<file path="config.mk">
export PLATFORM = sky130hd
export DESIGN_NAME = tge_walk
export DESIGN_NICKNAME = d
export VERILOG_FILES = /design/src/hw/rtl/assert_macros.svh /design/src/hw/rtl/tge_pkg.sv /design/src/hw/rtl/tge_walk.sv
export SDC_FILE = /design/constraint.sdc
export NUM_CORES = 1
export LEC_CHECK = 0
export BUFFER_PORTS_ARGS = -buffer_cell sky130_fd_sc_hd__clkbuf_2
export CAP_MARGIN = 20
export CORE_MARGIN = 10
export CORE_UTILIZATION = 55
export CTS_CLUSTER_DIAMETER = 40
export CTS_CLUSTER_SIZE = 25
export DETAILED_ROUTE_END_ITERATION = 7
export GPL_TIMING_DRIVEN = 1
export PLACE_DENSITY = 0.82
export SKIP_LAST_GASP = 1
export SYNTH_ARGS = -nofsm -noshare
export SYNTH_HDL_FRONTEND = slang
export SYNTH_SLANG_ARGS = --single-unit
</file>
<file path="constraint.sdc">
create_clock -name i_clk -period 8.8 [get_ports i_clk]
set_input_delay 0.44 -clock i_clk [delete_from_list [all_inputs] [get_ports i_clk]]
set_output_delay 0.44 -clock i_clk [all_outputs]
set_load 0.02 [all_outputs]
</file>
<file path="src/hw/rtl/assert_macros.svh">
// assertion helpers used by the gather engine unit
`ifndef ASSERT_MACROS_SVH
`define ASSERT_MACROS_SVH

// same-cycle implication, disabled while reset is held
`define ASSERT_IMP(label, clk, rst_n, ante, cons, msg) \
    label: assert property (@(posedge clk) disable iff (!rst_n) (ante) |-> (cons)) \
        else $error(msg);

// next-cycle implication, disabled while reset is held
`define ASSERT_NXT(label, clk, rst_n, ante, cons, msg) \
    label: assert property (@(posedge clk) disable iff (!rst_n) (ante) |=> (cons)) \
        else $error(msg);

`endif

</file>
<file path="src/hw/rtl/tge_pkg.sv">
// ----------------------------------------------------------------------------
// tge_pkg
// shared constants, codes and helpers of the tensor gather engine
// ----------------------------------------------------------------------------
`default_nettype none

package tge_pkg;

    localparam int unsigned DATA_DEPTH_DEF  = 4096;
    localparam int unsigned INDEX_DEPTH_DEF = 256;

    localparam int unsigned WORD_W     = 32;
    localparam int unsigned ADDR_W     = 12;
    localparam int unsigned IDX_W      = 13;
    localparam int unsigned OP_W       = 2;
    localparam int unsigned DIM_W      = 13;
    localparam int unsigned POS_W      = 12;
    localparam int unsigned NCFG_W     = 9;
    localparam int unsigned CFG_IDX_W  = 2;
    localparam int unsigned CFG_DATA_W = 13;
    localparam int unsigned MAX_DIM    = 4096;

    typedef enum logic [OP_W-1:0] {
        OP_WR_DATA  = 2'd0,
        OP_WR_INDEX = 2'd1,
        OP_EMIT     = 2'd2,
        OP_NONE     = 2'd3
    } t_op;

    typedef enum logic [CFG_IDX_W-1:0] {
        CFG_OUTER_COUNT = 2'd0,
        CFG_AXIS_LEN    = 2'd1,
        CFG_INNER_COUNT = 2'd2,
        CFG_INDEX_COUNT = 2'd3
    } t_cfg_idx;

    typedef enum logic [2:0] {
        ST_IDLE,
        ST_INDEX,
        ST_ADDR,
        ST_READ,
        ST_DONE
    } t_state;

    // zero counts as one, anything above the largest dimension saturates
    function automatic logic [DIM_W-1:0] clamp_dim(input logic [CFG_DATA_W-1:0] v);
        logic [DIM_W-1:0] res;
        if (v == '0) begin
            res = DIM_W'(1);
        end else if (32'(v) > MAX_DIM) begin
            res = DIM_W'(MAX_DIM);
        end else begin
            res = DIM_W'(v);
        end
        return res;
    endfunction

endpackage

`default_nettype wire

</file>
<file path="src/hw/rtl/tge_walk.sv">
// ----------------------------------------------------------------------------
// tge_walk
// nested outer / index / inner position counters of the gather pass
// ----------------------------------------------------------------------------
`default_nettype none

module tge_walk #(
    parameter int unsigned INDEX_DEPTH = tge_pkg::INDEX_DEPTH_DEF,
    localparam int unsigned IW = (INDEX_DEPTH > 1) ? $clog2(INDEX_DEPTH) : 1,
    localparam int unsigned CW = IW + 1
) (
    input  logic                       i_clk,
    input  logic                       i_rst_n,
    input  logic                       i_restart,
    input  logic                       i_advance,
    input  logic [tge_pkg::DIM_W-1:0]  i_outer_cnt,
    input  logic [tge_pkg::DIM_W-1:0]  i_inner_cnt,
    input  logic [CW-1:0]              i_index_cnt,
    output logic [tge_pkg::POS_W-1:0]  o_outer_pos,
    output logic [IW-1:0]              o_index_pos,
    output logic [tge_pkg::POS_W-1:0]  o_inner_pos,
    output logic                       o_last
);

    logic [tge_pkg::POS_W-1:0] r_outer_pos, n_outer_pos;
    logic [IW-1:0]             r_index_pos, n_index_pos;
    logic [tge_pkg::POS_W-1:0] r_inner_pos, n_inner_pos;

    logic [tge_pkg::DIM_W-1:0] w_outer_inc;
    logic [tge_pkg::DIM_W-1:0] w_inner_inc;
    logic [CW-1:0]             w_index_inc;
    logic                      w_outer_wrap;
    logic                      w_index_wrap;
    logic                      w_inner_wrap;

    assign w_outer_inc = {1'b0, r_outer_pos} + tge_pkg::DIM_W'(1);
    assign w_inner_inc = {1'b0, r_inner_pos} + tge_pkg::DIM_W'(1);
    assign w_index_inc = {1'b0, r_index_pos} + CW'(1);

    // a position whose successor reaches or passes its count wraps, which also covers counts shrunk mid-pass
    assign w_outer_wrap = (w_outer_inc >= i_outer_cnt);
    assign w_index_wrap = (w_index_inc >= i_index_cnt);
    assign w_inner_wrap = (w_inner_inc >= i_inner_cnt);

    assign o_last = w_outer_wrap && w_index_wrap && w_inner_wrap;

    always_comb begin
        n_outer_pos = r_outer_pos;
        n_index_pos = r_index_pos;
        n_inner_pos = r_inner_pos;
        if (i_restart || (i_advance && o_last)) begin
            n_outer_pos = '0;
            n_index_pos = '0;
            n_inner_pos = '0;
        end else if (i_advance) begin
            if (!w_inner_wrap) begin
                n_inner_pos = w_inner_inc[tge_pkg::POS_W-1:0];
            end else begin
                n_inner_pos = '0;
                if (!w_index_wrap) begin
                    n_index_pos = w_index_inc[IW-1:0];
                end else begin
                    n_index_pos = '0;
                    n_outer_pos = w_outer_wrap ? '0 : w_outer_inc[tge_pkg::POS_W-1:0];
                end
            end
        end
    end

    always_ff @(posedge i_clk) begin
        if (!i_rst_n) begin
            r_outer_pos <= '0;
            r_index_pos <= '0;
            r_inner_pos <= '0;
        end else begin
            r_outer_pos <= n_outer_pos;
            r_index_pos <= n_index_pos;
            r_inner_pos <= n_inner_pos;
        end
    end

    assign o_outer_pos = r_outer_pos;
    assign o_index_pos = r_index_pos;
    assign o_inner_pos = r_inner_pos;

endmodule

`default_nettype wire

</file>
# ---- Word level (Yosys, flattened, before mapping)
# Index checks and enable logic that the tools add are counted.
dict set report word_totals {
  reg_bits 32
  in_bits 39
  out_inout_bits 33
  elab_cells 20
}
dict set report op_classes {
  bitwise_logic 1
  n_addsub 3
  order_cmp 3
  mux 3
  n_reduce_logical 7
}
# cell n
set op_table {}
lappend op_table {{$add A12 B1 Y13 const B} 2}
lappend op_table {{$ge A13 B13 Y1} 2}
lappend op_table {{$mux W12} 2}
lappend op_table {{$add A8 B1 Y9 const B} 1}
lappend op_table {{$ge A9 B9 Y1} 1}
lappend op_table {{$mux W8} 1}
lappend op_table {{$logic_and A1 B1 Y1} 3}
lappend op_table {{$reduce_and A3 Y1} 1}
lappend op_table {{$reduce_and A2 Y1} 1}
lappend op_table {{$reduce_or A2 Y1} 1}
lappend op_table {{$logic_or A1 B1 Y1} 1}
lappend op_table {{$not A1 Y1} 1}

# ---- Longest topological paths before layout
# Gate-level depths: netlist (run 1).
dict set report depth {
  word_depth 7
  ltp_mapped 14
  ltp_nobuf 12
}

# ---- Worst setup path before layout (run 1)
# No wires, ideal clock.
dict set report synth_timing {
  kind {reg-to-output}
  startpoint {register r_inner_pos, in the netlist o_inner_pos[0]}
  endpoint {output o_last}
  arrival_ns 3.043
  path_buffers 1
  stages_incl_launch_ff 13
  slack_ns 5.317
  required_ns 8.360
  path_cell_list {dfxtp_1 > ha_1 > nand3_1 > nor2_1 > nand4_1 > xnor2_1 > ha_1 > and4_1 > nand3_1 > nor3_1 > nor2_1 > clkbuf_1 > nor3_1}
}
dict set report synth_via {
  elab_chain_len 3
}
# item line_no
set synth_lines {}
lappend synth_lines {{start, declared} tge_walk.sv:27} ;# logic [tge_pkg::POS_W-1:0] r_inner_pos, n_inner_pos;
lappend synth_lines {{start signal, assigned} tge_walk.sv:78} ;# r_inner_pos <= n_inner_pos;
lappend synth_lines {{$add A12 B1 Y13} tge_walk.sv:37} ;# assign w_inner_inc = {1'b0, r_inner_pos} + tge_pkg::DIM_W'(1);
lappend synth_lines {{$ge A13 B13 Y1} tge_walk.sv:43} ;# assign w_inner_wrap = (w_inner_inc >= i_inner_cnt);
lappend synth_lines {{$logic_and A1 B1 Y1} tge_walk.sv:45} ;# assign o_last = w_outer_wrap && w_index_wrap && w_inner_wrap;
lappend synth_lines {{end, declared} tge_walk.sv:22} ;# output logic o_last
# Every way passes these cells.

# ---- Worst setup path in the final report (run 1)
# Ends and elaborated chain as after synthesis.

==> flow_metrics.env, run 1 <==
export IMPL_synth_top_area_cell="dfxtp_1"
export IMPL_rows=25
export IMPL_dp_slack_ns=5.11
export IMPL_syn_area_per_cell_um2=7.69
export IMPL_routed_wl_um=7080
export IMPL_p_per_area_mw_per_mm2=97.7
export IMPL_wl_per_cell_um=14.5
export IMPL_max_freq_mhz=244
export IMPL_r2r_end="o_index_pos[0]"
export IMPL_yosysMostFrequentCell="ha_1"
export IMPL_cts_made_buffers=5
export IMPL_clock_sinks=32
export IMPL_grt_first_pass_wirelength_um=12400
export IMPL_async_flop_share_pct=0
export IMPL_place_gp_congestion=0.850
export IMPL_critical_path_class="flip-flop to output pin"
export IMPL_die_w_um=90.3
export IMPL_leakage_nw=1.59
export IMPL_status="finished, final reports clean"
export IMPL_ant_nets=0
export IMPL_finalCritPeriodShare_pct=46.6
export IMPL_synthTopCellsByArea="dfxtp_1 24%, ha_1 18%, a21oi_1 6.1%, xnor2_1 5.2%, inv_1 5.0%"
export IMPL_min_from="o_index_pos[1]"
export IMPL_worst_pin_slew_ns=0.843
export IMPL_r2r_slack_ns=5.25
export IMPL_drt_pass1_iter_count=5
export IMPL_final_net_count=497
export IMPL_grt_setup_unrepaired="no"
export IMPL_initial_utilization_pct=57.1
export IMPL_path_clk_slew_ns=0.07
export IMPL_avgViaCountPerCell=5.78
export IMPL_setup_ws_ns=4.70
export IMPL_worstHoldEndpoint="o_index_pos[1]"
export IMPL_clk_latency_ns=0.29
export IMPL_cts_repair_resized=0
export IMPL_startpoint_type="flip-flop"
export IMPL_diodes=0
export IMPL_cp_max_fo=12
export IMPL_setup_viol=0
export IMPL_drc=0
export IMPL_ir_worst_vdd_mv=0.0600
export IMPL_yosys_warnings=0
export IMPL_via_count=2813
export IMPL_yosys_area_top_type_share_pct=23.6
export IMPL_grt_max_degree=22
export IMPL_cap_viol_max_count=0
export IMPL_min_path_cells=2
export IMPL_area_growth_pct=18.7
export IMPL_crit_path_end_kind="output pin"
export IMPL_synth_seq_area_share_pct=23.6
export IMPL_synth_commonest_cells="39 x ha_1, 36 x inv_1, 33 x a21oi_1, 32 x dfxtp_1, 26 x nand2_1"
export IMPL_ys_ff_latch=32
export IMPL_synth_xor_area_share_pct=8.39
export IMPL_slew_headroom_pct=43.8
export IMPL_clk_path_buf_depth=2
export IMPL_finalClockSkew_ns=0.00552
export IMPL_r2r_start="o_index_pos[0]"
export IMPL_crit_start="o_inner_pos[0]"
export IMPL_worstHoldPathType="flip-flop to flip-flop"
export IMPL_final_setup_tns_ns=0
export IMPL_synth_fa_ha_area_share_pct=18.0
export IMPL_fp_dieH_um=90.3
export IMPL_gr_total_overflow=0
export IMPL_fin_hold_ws_ns=0.497
export IMPL_hold_viol=0
export IMPL_drv_slew=0
export IMPL_yosys_area_share_simple_pct=24.7
export IMPL_synth_edff_count=0
export IMPL_h_tree_depth=2
export IMPL_drive_gt1_share_pct=20.0
export IMPL_syn_inst=353
export IMPL_period_minus_slack_ns=4.10
export IMPL_synth_nets=431
export IMPL_ios=72
export IMPL_critPathRequiredTime_ns=8.36
export IMPL_cts_tree="built"
export IMPL_grt_pass1_vias=2765
export IMPL_cts_hold_buf=0
export IMPL_port_buffers=71
export IMPL_die_area_mm2=0.00815
export IMPL_synthMuxAreaShare_pct=0
export IMPL_drt_initial_drc_count=145
export IMPL_antenna_found_initial=0
export IMPL_ys_types=40
export IMPL_cts_setup_buffers=0
export IMPL_syn_area_mm2=0.00272
export IMPL_hpwl_um=5490
export IMPL_synth_compound_area_share_pct=17.8
export IMPL_grt_use_total_pct=17.5
export IMPL_worstPathArrival_ns=3.66
export IMPL_synth_top_family_by_area="simple AND/OR/NAND/NOR gates"
export IMPL_ys_flop_type="dfxtp_1"
export IMPL_rr_worst_depth=11
export IMPL_coreArea_mm2=0.00475
export IMPL_clk_root_buffer_cell="clkbuf_8"
## cell usage in the layout (no fill, tap or decap), drive strengths merged, types with 3 or more instances in the layout
cell type | Yosys | final
a211o | 4 | 4
a21o | 4 | 4
a21oi | 33 | 33
a31oi | 4 | 4
a32o | 4 | 4
and3 | 12 | 12
and4 | 3 | 3
buf | 7 | 4
clkbuf | 9 | 77
dfxtp | 32 | 32
ha | 39 | 39
inv | 36 | 36
nand2 | 26 | 26
nand3 | 21 | 21
nand4 | 16 | 16
nand4b | 6 | 6
nor2 | 13 | 13
nor3 | 12 | 12
o21a | 4 | 4
o21ai | 18 | 18
or2 | 3 | 3
or4 | 3 | 3
xnor2 | 16 | 16
xor2 | 10 | 10
## per-stage QoR
step           std cells  utilization (%)  area, um^2  power [mW]
5_1_grt              487             67.8        3220       0.328
3_3_place_gp         478             65.4        3110       0.176
3_5_place_dp         479             65.5        3120       0.177
4_1_cts              487             67.8        3220       0.314
6_report             487             67.8        3220       0.315
2_1_floorplan        353                -        2720       0.164
## registers in the layout, indices dropped and copies added (netlist names)
register / count
o_inner_pos: 12
o_outer_pos: 12
o_index_pos: 8
## critical path, stage by stage (launching register included)
cell and delay [ns]:
dfxtp_1 0.44, ha_1 0.29, nand3_1 0.19, nor2_1 0.19, nand2_1 0.08, xnor2_1 0.20
ha_1 0.27, and3_1 0.17, a221oi_1 0.35, o21ai_1 0.16, nor2_1 0.66, nor3_1 0.16
clkbuf_2 0.21
## power breakdown
part / internal (mW) / switching (mW)
Sequential: 0.145 / 0.000473
Clock: 0.0840 / 0.0571
Combinational: 0.0129 / 0.0153
Total: 0.242 / 0.0729
## final cells by class
cell class,count,area [um^2]
clock buffers,6,72.6
clock inverters,2,35.0
fillers,437,1530
inverters,36,135
multi-input cells,269,1870
flip-flops and latches,32,641
well taps,67,83.8
repair buffers,75,385
## routing by layer
metal  global-route usage [%]  routed length, um  part of all wire [%]  vias up
li1                         -                  -                     -     1406
met1                     21.1               3110                    44     1280
met2                     28.7               3280                    46      116
met3                     5.49                588                   8.3       11
met4                     6.10                104                   1.5        0
met5                        0                  0                     0        -
## cells by family (layout without fill, tap and decap cells)
group / Yosys count / after routing
AOI/OAI and AO/OA: 79 / 79
xor gates and xnor gates: 26 / 26
adders and majority gates: 39 / 39
buffers and inverters: 52 / 119
DFF: 32 / 32
and+or+nand+nor: 125 / 125
## worst max-delay path by stage
stage                                end  slack (ns)  depth (start not counted)
final                             o_last        4.70                         12
after global routing              o_last        4.41                         12
after CTS                         o_last        4.75                         12
after detailed placement          o_last        5.11                         12
after global placement    o_inner_pos[7]        5.14                         13
after floorplan                   o_last        5.32                         12
(Power assumes the default switching activity.)
==> run 2, diff against run 1 <==
Settings changed: ABC_AREA from default to 1, CORE_UTILIZATION 55 to 50, PLACE_DENSITY 0.82 to 0.77.
Clock period 8.8 ns to 3.5 ns, I/O delays scaled along.
==> run 2 against run 1 <==
Flip-flop and latch count is the same. Register-to-register slack lost 4.9 ns. Worst hold slack lost 0.081 ns. Area after synthesis grew 14%. Sequential share of layout area shrank 2.1 points. Worst setup slack lost 4.3 ns. Via count grew 13%. Clock power grew to 2.5 times the previous value. Sequential power grew to 2.5 times the previous value. First-iteration DRC count shrank 6.9%.
==> flow_metrics.env, run 2 <==
export IMPL_place_gp_congestion=0.907
export IMPL_clk_root_buffer_cell="clkbuf_8"
export IMPL_critical_path_class="flip-flop to output pin"
export IMPL_ys_types=29
export IMPL_cts_tree="built"
export IMPL_area_growth_pct=16.6
export IMPL_layout_common_cells="115 x nand2_1, 108 x nor2_1, 102 x inv_1, 71 x clkbuf_2, 39 x ha_1"
export IMPL_slew_headroom_pct=76.7
export IMPL_r2r_start="o_inner_pos[0]"
export IMPL_worstHoldEndpoint="o_inner_pos[10]"
export IMPL_cts_made_buffers=5
export IMPL_wl_per_cell_um=11.8
export IMPL_worst_pin_slew_ns=0.349
export IMPL_synth_edff_count=0
export IMPL_clk_latency_ns=0.28
export IMPL_ys_flop_type="dfxtp_1"
export IMPL_path_clk_slew_ns=0.08
export IMPL_leakage_nw=2.06
export IMPL_syn_area_mm2=0.00309
export IMPL_rows=28
export IMPL_cts_setup_buffers=0
export IMPL_coreArea_mm2=0.00596
export IMPL_synth_nets=591
export IMPL_h_tree_depth=2
export IMPL_clock_sinks=32
export IMPL_yosysMostFrequentCell="nand2_1"
export IMPL_fin_hold_ws_ns=0.416
export IMPL_routed_wl_um=7820
export IMPL_final_setup_tns_ns=0
export IMPL_grt_max_degree=33
export IMPL_max_freq_mhz=319
export IMPL_hold_viol=0
export IMPL_die_w_um=98.6
export IMPL_drc=0
export IMPL_setup_viol=0
export IMPL_cap_viol_max_count=0
export IMPL_syn_inst=513
export IMPL_antenna_found_initial=0
export IMPL_final_common_cell="nand2_1"
export IMPL_synth_top_area_cell="dfxtp_1"
export IMPL_p_sw_mw=0.194
export IMPL_cp_max_fo=10
export IMPL_hpwl_um=6530
export IMPL_r2r_slack_ns=0.38
export IMPL_crit_path_end_kind="output pin"
export IMPL_clk_path_buf_depth=2
export IMPL_ys_ff_latch=32
export IMPL_r2r_end="o_index_pos[4]"
export IMPL_min_path_cells=4
export IMPL_drive_gt1_share_pct=15.7
export IMPL_via_count=3176
export IMPL_seqPwrFrac_pct=45.5
export IMPL_async_flop_share_pct=0
export IMPL_drv_slew=0
export IMPL_power_mw=0.805
export IMPL_avgViaCountPerCell=4.81
export IMPL_worstHoldPathType="primary input to flip-flop"
export IMPL_cts_hold_buf=0
export IMPL_port_buffers=71
export IMPL_critPathRequiredTime_ns=3.32
export IMPL_synth_commonest_cells="115 x nand2_1, 108 x nor2_1, 102 x inv_1, 39 x ha_1"
export IMPL_gr_total_overflow=0
export IMPL_drt_pass1_iter_count=4
export IMPL_grt_pass1_vias=3047
export IMPL_initial_utilization_pct=51.9
export IMPL_grt_use_total_pct=15.8
export IMPL_cts_repair_resized=0
export IMPL_ios=72
export IMPL_p_per_area_mw_per_mm2=223
export IMPL_status="finished, final reports clean"
export IMPL_startpoint_type="flip-flop"
export IMPL_grt_setup_unrepaired="no"
export IMPL_syn_area_per_cell_um2=6.03
export IMPL_finalCritPeriodShare_pct=89.7
export IMPL_ant_nets=0
export IMPL_grt_first_pass_wirelength_um=13300
export IMPL_p_clk_share_pct=44.1
export IMPL_yosys_area_top_type_share_pct=20.7
export IMPL_fp_dieH_um=98.6
export IMPL_switching_share_pct=24.1
export IMPL_die_area_mm2=0.00973
export IMPL_worstPathArrival_ns=2.96
export IMPL_drt_initial_drc_count=135
export IMPL_period_minus_slack_ns=3.14
export IMPL_final_net_count=662
export IMPL_fin_util_pct=60.5
export IMPL_ir_worst_vdd_mv=0.240
export IMPL_combinationalPowerShare_pct=10.4
export IMPL_diodes=0
export IMPL_internal_power_mw=0.611
export IMPL_rr_worst_depth=18
export IMPL_min_from="i_restart"
export IMPL_synth_seq_area_share_pct=20.7
export IMPL_synthTopCellsByArea="dfxtp_1 21%, ha_1 16%, nand2_1 14%, nor2_1 13%, inv_1 12%"
export IMPL_yosys_warnings=0
export IMPL_finalClockSkew_ns=0.0116
[run 2: changes by cell type after synthesis, sizes merged, moves of 6 or more]
cell,before,now
nor2,13,113
nand2,26,118
inv,36,102
xnor2,16,0
a21oi,33,20
nand3,21,34
and3,12,1
nand4,16,5
o21ai,18,10
xor2,10,18
clkbuf,9,2
nand4b,6,0
[run 2: worst max-delay path by stage]
stage                               from               to  slack [ns]  cells past startpoint
after global placement    o_inner_pos[0]   o_index_pos[7]        0.50                     17
final                     o_outer_pos[4]           o_last        0.36                     15
after floorplan           o_inner_pos[0]   o_index_pos[7]        0.80                     19
after CTS                 o_inner_pos[0]           o_last        0.32                     16
after detailed placement  o_inner_pos[0]  o_outer_pos[10]        0.42                     18
after global routing      o_outer_pos[0]           o_last        0.02                     15
[run 2: per-stage QoR]
step                      cell area [um^2]  std cells  setup slack [ns]
final                                 3600        660             0.361
after floorplan                       3090        513             0.797
after global placement                3490        652             0.497
after CTS                             3600        660             0.317
after detailed placement              3490        652             0.418
after global routing                  3600        660            0.0154
[run 2: critical path, cell delays in order (launching register included)]
cell and delay, ns:
dfxtp_1 0.45, nand2_1 0.09, nor2_1 0.21, nand3_1 0.16, o21ai_0 0.17, nand2_1 0.12
inv_1 0.08, ha_1 0.14, nand2_1 0.08, nor2_1 0.17, and2_1 0.15, nand2_1 0.21
nand2_1 0.27, nand2_1 0.07, nor2_1 0.12, clkbuf_2 0.19
[run 2: area by class of cell]
class	count	area, um^2
multi-input combinational	371	2010
clock buffer	5	68.8
sequential	32	641
clock inverter	3	42.5
fill	603	2350
inverter	102	383
tap	75	93.8
timing repair buffer	72	363
[run 2: kinds of logic (layout without fill, tap and decap cells)]
kind of cell	Yosys count	count (layout)	share of synthesized area, %
AOI/OAI and AO/OA	34	34	5.95
xor gates and xnor gates	18	18	5.10
adders and majority gates	39	39	15.8
buffers and inverters	110	182	14.2
DFF	32	32	20.7
and+or+nand+nor	280	280	38.2
[run 2: layer usage]
| layer | share of wire (%) | track usage, % | vias to the layer above |
|---|---|---|---|
| li1 | - | - | 1707 |
| met1 | 45 | 18.6 | 1392 |
| met2 | 48 | 27.7 | 71 |
| met3 | 5.5 | 3.56 | 6 |
| met4 | 1.4 | 4.63 | 0 |
| met5 | 0 | 0 | - |
[run 2: power by group through the flow]
stage | sequential [mW] | combinational, mW | clock [mW]
5_1_grt | 0.366 | 0.0972 | 0.375
3_3_place_gp | 0.374 | 0.0817 | 0
2_1_floorplan | 0.375 | 0.0514 | 0
4_1_cts | 0.366 | 0.0845 | 0.363
6_report | 0.366 | 0.0839 | 0.355
3_5_place_dp | 0.374 | 0.0839 | 0
